[src/lfb_pkg.sv]
package lfb_pkg;

    // Longest run of text bytes in one frame.
    localparam int MAX_FRAME_DATA = 239;
    localparam int CNT_W          = $clog2(MAX_FRAME_DATA + 1);

    // Depth of the job queue between the front and the back.
    localparam int JQ_DEPTH = 4;
    localparam int JQ_PTR_W = $clog2(JQ_DEPTH);
    localparam int JQ_CNT_W = $clog2(JQ_DEPTH + 1);

    // Link control characters.
    localparam logic [7:0] CH_STX  = 8'h02;
    localparam logic [7:0] CH_ETX  = 8'h03;
    localparam logic [7:0] CH_ETB  = 8'h17;
    localparam logic [7:0] CH_LF   = 8'h0A;
    localparam logic [7:0] CH_CR   = 8'h0D;
    localparam logic [7:0] CH_ZERO = 8'h30;
    localparam logic [7:0] CH_A    = 8'h41;

    // Positions of the output words within a full frame sequence.
    localparam int POS_W = 4;
    localparam logic [POS_W-1:0] POS_STX  = 4'd0;
    localparam logic [POS_W-1:0] POS_DIG  = 4'd1;
    localparam logic [POS_W-1:0] POS_DATA = 4'd2;
    localparam logic [POS_W-1:0] POS_CR1  = 4'd3;
    localparam logic [POS_W-1:0] POS_TERM = 4'd4;
    localparam logic [POS_W-1:0] POS_HEXH = 4'd5;
    localparam logic [POS_W-1:0] POS_HEXL = 4'd6;
    localparam logic [POS_W-1:0] POS_CR2  = 4'd7;
    localparam logic [POS_W-1:0] POS_LF   = 4'd8;

    typedef struct packed {
        logic [7:0] data_byte;
        logic       message_last;
    } in_word_t;

    typedef struct packed {
        logic [7:0] frame_byte;
        logic       run_last;
        logic       frame_end;
    } out_word_t;

    // One classified input word, ready for the back to expand.
    typedef struct packed {
        logic [7:0] data_byte;
        logic [2:0] digit;
        logic       open_frame;
        logic       close_frame;
        logic       last_frame;
        logic [7:0] checksum;
    } job_t;

    function automatic logic [7:0] hex_char(input logic [3:0] nib);
        logic [7:0] res;
        if (nib < 4'd10)
        begin
            res = CH_ZERO + {4'd0, nib};
        end
        else
        begin
            res = CH_A + {4'd0, nib} - 8'd10;
        end
        return res;
    endfunction

endpackage

[src/lfb_front.sv]
module lfb_front (
    input  logic          clk,
    input  logic          rst_n,
    input  logic          push,
    input  lfb_pkg::in_word_t in_word,
    input  logic          jq_full,
    output logic          accept,
    output lfb_pkg::job_t job
);
    import lfb_pkg::*;

    logic [2:0]       digit_reg, digit_next;
    logic [CNT_W-1:0] count_reg, count_next;
    logic [7:0]       sum_reg, sum_next;

    logic             open_frame;
    logic             close_frame;
    logic [7:0]       base_sum;
    logic [7:0]       sum_data;
    logic [CNT_W:0]   count_inc;
    logic [7:0]       term;

    always_comb
    begin
        accept      = push && !jq_full;
        open_frame  = (count_reg == '0);
        base_sum    = open_frame ? (CH_ZERO + {5'd0, digit_reg}) : sum_reg;
        sum_data    = base_sum + in_word.data_byte;
        count_inc   = {1'b0, count_reg} + {{CNT_W{1'b0}}, 1'b1};
        close_frame = in_word.message_last ||
                      (count_inc >= (CNT_W + 1)'(MAX_FRAME_DATA));
        term        = in_word.message_last ? CH_ETX : CH_ETB;

        job.data_byte   = in_word.data_byte;
        job.digit       = digit_reg;
        job.open_frame  = open_frame;
        job.close_frame = close_frame;
        job.last_frame  = in_word.message_last;
        job.checksum    = sum_data + CH_CR + term;

        digit_next = digit_reg;
        count_next = count_reg;
        sum_next   = sum_reg;
        if (accept)
        begin
            if (close_frame)
            begin
                digit_next = digit_reg + 3'd1;
                count_next = '0;
                sum_next   = '0;
            end
            else
            begin
                count_next = count_inc[CNT_W-1:0];
                sum_next   = sum_data;
            end
        end
    end

    always_ff @(posedge clk or negedge rst_n)
    begin
        if (!rst_n)
        begin
            digit_reg <= 3'd1;
            count_reg <= '0;
            sum_reg   <= '0;
        end
        else
        begin
            digit_reg <= digit_next;
            count_reg <= count_next;
            sum_reg   <= sum_next;
        end
    end

`ifndef ASSERT_OFF
    // The open frame never holds a full load of text without being closed.
    a_count_below_limit: assert property (@(posedge clk) disable iff (!rst_n)
        count_reg < CNT_W'(MAX_FRAME_DATA))
        else $error("frame byte count reached the limit without a close");
`endif

endmodule

[src/lfb_job_queue.sv]
module lfb_job_queue (
    input  logic          clk,
    input  logic          rst_n,
    input  logic          wr_en,
    input  lfb_pkg::job_t wr_job,
    output logic          full,
    input  logic          rd_en,
    output lfb_pkg::job_t rd_job,
    output logic          empty
);
    import lfb_pkg::*;

    job_t                slot_reg [JQ_DEPTH];
    logic [JQ_PTR_W-1:0] wr_ptr_reg, wr_ptr_next;
    logic [JQ_PTR_W-1:0] rd_ptr_reg, rd_ptr_next;
    logic [JQ_CNT_W-1:0] cnt_reg, cnt_next;

    always_comb
    begin
        full   = (cnt_reg == JQ_CNT_W'(JQ_DEPTH));
        empty  = (cnt_reg == '0);
        rd_job = slot_reg[rd_ptr_reg];

        wr_ptr_next = wr_en ? wr_ptr_reg + 1'b1 : wr_ptr_reg;
        rd_ptr_next = rd_en ? rd_ptr_reg + 1'b1 : rd_ptr_reg;
        cnt_next    = cnt_reg;
        if (wr_en && !rd_en)
        begin
            cnt_next = cnt_reg + 1'b1;
        end
        else if (rd_en && !wr_en)
        begin
            cnt_next = cnt_reg - 1'b1;
        end
    end

    always_ff @(posedge clk)
    begin
        if (wr_en)
        begin
            slot_reg[wr_ptr_reg] <= wr_job;
        end
    end

    always_ff @(posedge clk or negedge rst_n)
    begin
        if (!rst_n)
        begin
            wr_ptr_reg <= '0;
            rd_ptr_reg <= '0;
            cnt_reg    <= '0;
        end
        else
        begin
            wr_ptr_reg <= wr_ptr_next;
            rd_ptr_reg <= rd_ptr_next;
            cnt_reg    <= cnt_next;
        end
    end

`ifndef ASSERT_OFF
    a_no_read_when_empty: assert property (@(posedge clk) disable iff (!rst_n)
        !(rd_en && empty))
        else $error("job queue read while empty");

    a_no_write_when_full: assert property (@(posedge clk) disable iff (!rst_n)
        !(wr_en && full))
        else $error("job queue written while full");
`endif

endmodule

[src/lfb_back.sv]
module lfb_back (
    input  logic              clk,
    input  logic              rst_n,
    input  lfb_pkg::job_t     job,
    input  logic              jq_empty,
    output logic              jq_pop,
    input  logic              pop,
    output logic              empty,
    output lfb_pkg::out_word_t out_word
);
    import lfb_pkg::*;

    logic             active_reg, active_next;
    logic [POS_W-1:0] step_reg, step_next;
    logic             out_valid_reg, out_valid_next;
    out_word_t        out_reg, out_next;

    logic             adv;
    logic [POS_W-1:0] pos;
    logic             job_done;
    logic [7:0]       byte_sel;

    always_comb
    begin
        adv = !jq_empty && (!out_valid_reg || pop);
        if (active_reg)
        begin
            pos = step_reg;
        end
        else
        begin
            pos = job.open_frame ? POS_STX : POS_DATA;
        end

        case (pos)
            POS_STX:  byte_sel = CH_STX;
            POS_DIG:  byte_sel = CH_ZERO + {5'd0, job.digit};
            POS_DATA: byte_sel = job.data_byte;
            POS_CR1:  byte_sel = CH_CR;
            POS_TERM: byte_sel = job.last_frame ? CH_ETX : CH_ETB;
            POS_HEXH: byte_sel = hex_char(job.checksum[7:4]);
            POS_HEXL: byte_sel = hex_char(job.checksum[3:0]);
            POS_CR2:  byte_sel = CH_CR;
            POS_LF:   byte_sel = CH_LF;
            default:  byte_sel = 8'h00;
        endcase

        job_done = ((pos == POS_DATA) && !job.close_frame) || (pos == POS_LF);
        jq_pop   = adv && job_done;

        active_next = active_reg;
        step_next   = step_reg;
        if (adv)
        begin
            active_next = !job_done;
            step_next   = pos + 1'b1;
        end

        out_next = out_reg;
        if (adv)
        begin
            out_next.frame_byte = byte_sel;
            out_next.run_last   = job_done;
            out_next.frame_end  = (pos == POS_LF);
        end

        if (adv)
        begin
            out_valid_next = 1'b1;
        end
        else if (pop)
        begin
            out_valid_next = 1'b0;
        end
        else
        begin
            out_valid_next = out_valid_reg;
        end

        empty    = !out_valid_reg;
        out_word = out_reg;
    end

    always_ff @(posedge clk)
    begin
        out_reg <= out_next;
    end

    always_ff @(posedge clk or negedge rst_n)
    begin
        if (!rst_n)
        begin
            active_reg    <= 1'b0;
            step_reg      <= '0;
            out_valid_reg <= 1'b0;
        end
        else
        begin
            active_reg    <= active_next;
            step_reg      <= step_next;
            out_valid_reg <= out_valid_next;
        end
    end

`ifndef ASSERT_OFF
    // A frame's closing LF always ends the run of the word that caused it.
    a_lf_ends_run: assert property (@(posedge clk) disable iff (!rst_n)
        (out_valid_reg && out_reg.frame_end) |->
            (out_reg.run_last && out_reg.frame_byte == CH_LF))
        else $error("frame end flagged on a word that does not close the run");

    // While a job is in progress it stays at the head of the queue.
    a_active_has_job: assert property (@(posedge clk) disable iff (!rst_n)
        active_reg |-> !jq_empty)
        else $error("sequencer active with no job queued");
`endif

endmodule

[src/lab_link_frame_builder_top.sv]
// An accepted input word is written into the job queue; with the back idle and the output
// slot free, its first result word then goes into the output register. Throughput: one
// result word per cycle while the output slot is free or popped; an input word that yields
// n result words holds the back until all n are sent, and input is taken every cycle while
// the four-entry job queue has room. Reset (rst_n, asynchronous, active low) empties the job
// queue and output slot, sets the frame digit to 1 and clears the frame byte count and running checksum.
module lab_link_frame_builder_top (
    input  logic               clk,
    input  logic               rst_n,
    input  logic               push,
    output logic               full,
    input  lfb_pkg::in_word_t  in_word,
    output logic               empty,
    input  logic               pop,
    output lfb_pkg::out_word_t out_word
);
    import lfb_pkg::*;

    // The front keeps the framing state (frame digit, byte count, checksum) and turns each
    // accepted word into a job that already knows whether it opens or closes a frame and,
    // for a word that closes a frame, what the frame's final checksum is.
    logic  accept;
    job_t  front_job;

    // The queue decouples the front from the back, so that short words keep flowing in
    // while the back is busy sending a frame header or trailer.
    logic  jq_full;
    logic  jq_empty;
    logic  jq_pop;
    job_t  head_job;

    assign full = jq_full;

    lfb_front u_front (
        .clk     (clk),
        .rst_n   (rst_n),
        .push    (push),
        .in_word (in_word),
        .jq_full (jq_full),
        .accept  (accept),
        .job     (front_job)
    );

    lfb_job_queue u_job_queue (
        .clk    (clk),
        .rst_n  (rst_n),
        .wr_en  (accept),
        .wr_job (front_job),
        .full   (jq_full),
        .rd_en  (jq_pop),
        .rd_job (head_job),
        .empty  (jq_empty)
    );

    // The back walks through the header, data and trailer positions of the head job, one
    // output word per cycle while the output register is free or popped, into that register.
    lfb_back u_back (
        .clk      (clk),
        .rst_n    (rst_n),
        .job      (head_job),
        .jq_empty (jq_empty),
        .jq_pop   (jq_pop),
        .pop      (pop),
        .empty    (empty),
        .out_word (out_word)
    );

endmodule
[config.mk]
export PLATFORM = sky130hd
export DESIGN_NAME = lab_link_frame_builder_top
export DESIGN_NICKNAME = d
export VERILOG_FILES = /design/src/lfb_pkg.sv /design/src/lfb_front.sv /design/src/lfb_job_queue.sv /design/src/lfb_back.sv /design/src/lab_link_frame_builder_top.sv
export SDC_FILE = /design/constraint.sdc
export NUM_CORES = 1
export LEC_CHECK = 0
export BUFFER_PORTS_ARGS = -buffer_cell sky130_fd_sc_hd__buf_2
export CORE_MARGIN = 2
export CORE_UTILIZATION = 37
export CTS_BUF_LIST = sky130_fd_sc_hd__clkbuf_8
export CTS_CLUSTER_DIAMETER = 80
export DETAILED_ROUTE_END_ITERATION = 10
export GPL_ROUTABILITY_DRIVEN = 0
export SYNTH_ARGS = -nofsm -noshare
export SYNTH_HDL_FRONTEND = slang
export SYNTH_SLANG_ARGS = --single-unit
[constraint.sdc]
create_clock -name clk -period 3.6 [get_ports clk]
set_clock_uncertainty 0.2 [all_clocks]
set_input_delay 0.18 -clock clk [delete_from_list [all_inputs] [get_ports clk]]
set_output_delay 0.18 -clock clk [all_outputs]
set_load 0.02 [all_outputs]
==> results.yml <==
synth:
  synth_top_area_frac: 0.4752
  ys_top_cells_by_area: "edfxtp_1, dfrtp_1, mux4_2"
  synth_area_leader_cell: "edfxtp_1"
  yosysUniqueCellTypes: 56
  ys_async_sr_fraction: 0.2462
  synth_commonest_cells: "edfxtp_1, nand2_1, dfrtp_1"
  syn_avg_cell_area_um2: 13.61
  syn_area_um2: 6193
  syn-num-nets: 498
  yosysMostFrequentCell: "edfxtp_1"
  ys_warn_count: 0
  synth_seq_cells: 130
  synth_seq_area_share: 0.6046
  synth_edf_count: 98
  ys_dominant_reg_cell: "edfxtp_1"
  synth_cells: 455
placed_design:
  dp.cells: 702
  hpwlAfterDp_mm: 8.573
  io_buffers: 24
  dpl_worst_slack_ns: -0.009061
  post_dp_cell_area_um2: 6650
cells_and_area:
  largest_register_ffs: 88
  instances_no_fill: 750
  final_area_um2: 7326
  diodes: 0
  fillers: 1522
  fin_nets: 560
  syn_to_final_growth_pct: 18.28
  drive_above_1_share: 0.2491
setup_path:
  timing.rr.start: "u_front.count_reg[4]"
  cp_data_required_time_ns: 3.57
  r2r-end: "u_job_queue.slot_reg[1][7]"
  worst_r2r_path_depth: 18
  critPathKind: "register to register"
  worstSetupEndpoint: "u_job_queue.slot_reg[1][7]"
  endpoint_kind: "register"
  cp_data_arrival_time_ns: 3.41
  cp-start-kind: "register"
  cp-startpoint: "u_front.count_reg[4]"
  cp_max_fo: 4
  r2r_slack_ns: 0.16
grt:
  grt_pass1_vias: 3847
  grt_max_degree: 33
  busiest_layer: "met2"
  grtUsageMet3: 0.04338
  grt_pass1_wl_mm: 20.28
  overflow: 0
  track_usage: 0.1503
  grt_use_met2: 0.2397
  antenna_found_initial: 0
  grtUsageMet1: 0.1982
sta:
  finalCriticalPeriod_ns: 3.435
  max_slew.worst_pin.slew_ns: 0.7651
  fmax_ghz: 0.2911
  timing.hold.ws_ns: 0.1033
  worst_slack_ns: 0.1649
  maxSlewViolCount: 0
  max_slew_margin: 0.4899
  hold_viol: 0
  setup_violations: 0
  fin_crit_sh: 0.9542
  rsz0062_at_grt: "true"
die:
  die_y_um: 133.4
  io_pins: 25
  row_count: 47
  fp.dieW_um: 133.4
  core_um2: 16470
  dieArea_um2: 17790
  initial_core_util: 0.3761
cts:
  clk_pin_slew_ns: 0.07
  cts-root-buf: "clkbuf_8"
  clock_latency_ns: 0.44
  htreeDepth: 4
  cts_buffers: 17
  cts_tree: "yes"
  clock_path_buffers: 2
  clock_sink_count: 130
drt:
  num_vias: 3817
  wl_per_cell_um: 16.50
  firstDrtPassIters: 4
  wirelength_mm: 12.38
  post-route-drc-count: 0
  viasPerCell: 5.089
  drt_iter0_markers: 266
  antenna_left: 0
status:
  status: "complete, no violations"
run:
  max-cap-violations: 0
pwr:
  p_leak_uw: 0.002853
  ir_worst_vdd_mv: 0.4069
  p_per_area_nw_per_um2: 1035
min_path:
  hp-class: "input port to register"
==> per-stage QoR <==
| stage | power [µW] | setup TNS [ns] | utilization |
|---|---|---|---|
| finish | 7585 | 0 | 0.4449 |
| global route | 8165 | -0.4026 | 0.4449 |
| CTS | 7351 | 0 | 0.4380 |
| detailed placement | 5939 | -0.05386 | 0.4039 |
| global placement | 5799 | 0 | 0.4039 |
| floorplan | 4960 | 0 | - |
==> final cells by class <==
cell class	count	area, µm²	area share
Timing Repair Buffer	62	432.9	0.05909
Multi-Input combinational cell	277	2327	0.3177
Clock inverter	14	188.9	0.02579
Sequential cell	130	3745	0.5112
Clock buffer	18	247.7	0.03382
Inverter	29	108.9	0.01486
Tap cell	220	275.3	0.03757
==> critical path, stage by stage (launching register included) <==
cell and delay [ns]:
dfrtp_1 0.39, nor4_2 0.25, nand3_1 0.16, inv_2 0.11, nand2_2 0.06, nand2_2 0.08
ha_4 0.13, inv_2 0.04, fa_2 0.36, nor2b_1 0.13, o21a_1 0.17, nor2_2 0.04
xor2_1 0.20, ha_2 0.21, inv_2 0.04, ha_4 0.24, a21oi_2 0.14, nor2_2 0.06
xnor2_2 0.15
==> worst min-delay path by stage <==
stage          startpoint                  to  slack [ns]  cells past startpoint
4_1_cts              push  u_front.sum_reg[1]        0.07                      5
2_1_floorplan       rst_n   u_back.active_reg       -0.32                      0
6_report             push  u_front.sum_reg[1]        0.10                      5
3_5_place_dp        rst_n  u_back.step_reg[2]        0.10                      1
3_3_place_gp        rst_n  u_back.step_reg[2]        0.09                      1
5_1_grt              push  u_front.sum_reg[0]        0.11                      5
==> cells in the final DEF (no fill, tap or decap), drive strengths merged, types with 4 or more instances in the layout <==
master / n
nand2: 54
o31ai: 8
xnor2: 13
buf: 51
nor2: 13
and2: 9
edfxtp: 98
mux4: 22
nor3: 7
clkbuf: 18
xor2: 8
o21ai: 22
a21o: 8
bufinv: 4
clkinv: 8
inv: 30
nand3: 13
dlygate4sd3: 11
ha: 28
dfrtp: 31
a21oi: 16
nand2b: 6
==> report_power, final <==
group,internal (µW),leakage [µW],switching [µW]
Combinational,1570,0.00133,1980
Clock,770,0.000221,567
Sequential,2470,0.00130,230
==> per-layer routing <==
metal	routed length, µm	part of all wire
met5	0	0
met4	151	0.012
met3	572	0.046
met2	6084	0.49
met1	5567	0.45
==> logic make-up (layout without fill, tap and decap cells) <==
family,Yosys count,in the layout,share of synthesized area
AO/OA/AOI/OAI,81,81,0.09011
XOR/XNOR,21,21,0.02970
adder cells (fa/ha/maj),30,30,0.06303
buffers and inverters,48,123,0.03434
flip-flops,130,130,0.6046
multiplexers,25,25,0.08545
AND/OR/NAND/NOR,120,120,0.09273
==> timing repair <==
action                                  CTS  global route
gates resized for setup                   1            19
hold buffers                             11             0
endpoints found under the hold margin    68             0
setup buffers                             1             4
pin swaps                                 3            13
endpoints found under the setup margin    8            12
Power figures use the tool's default switching activity.
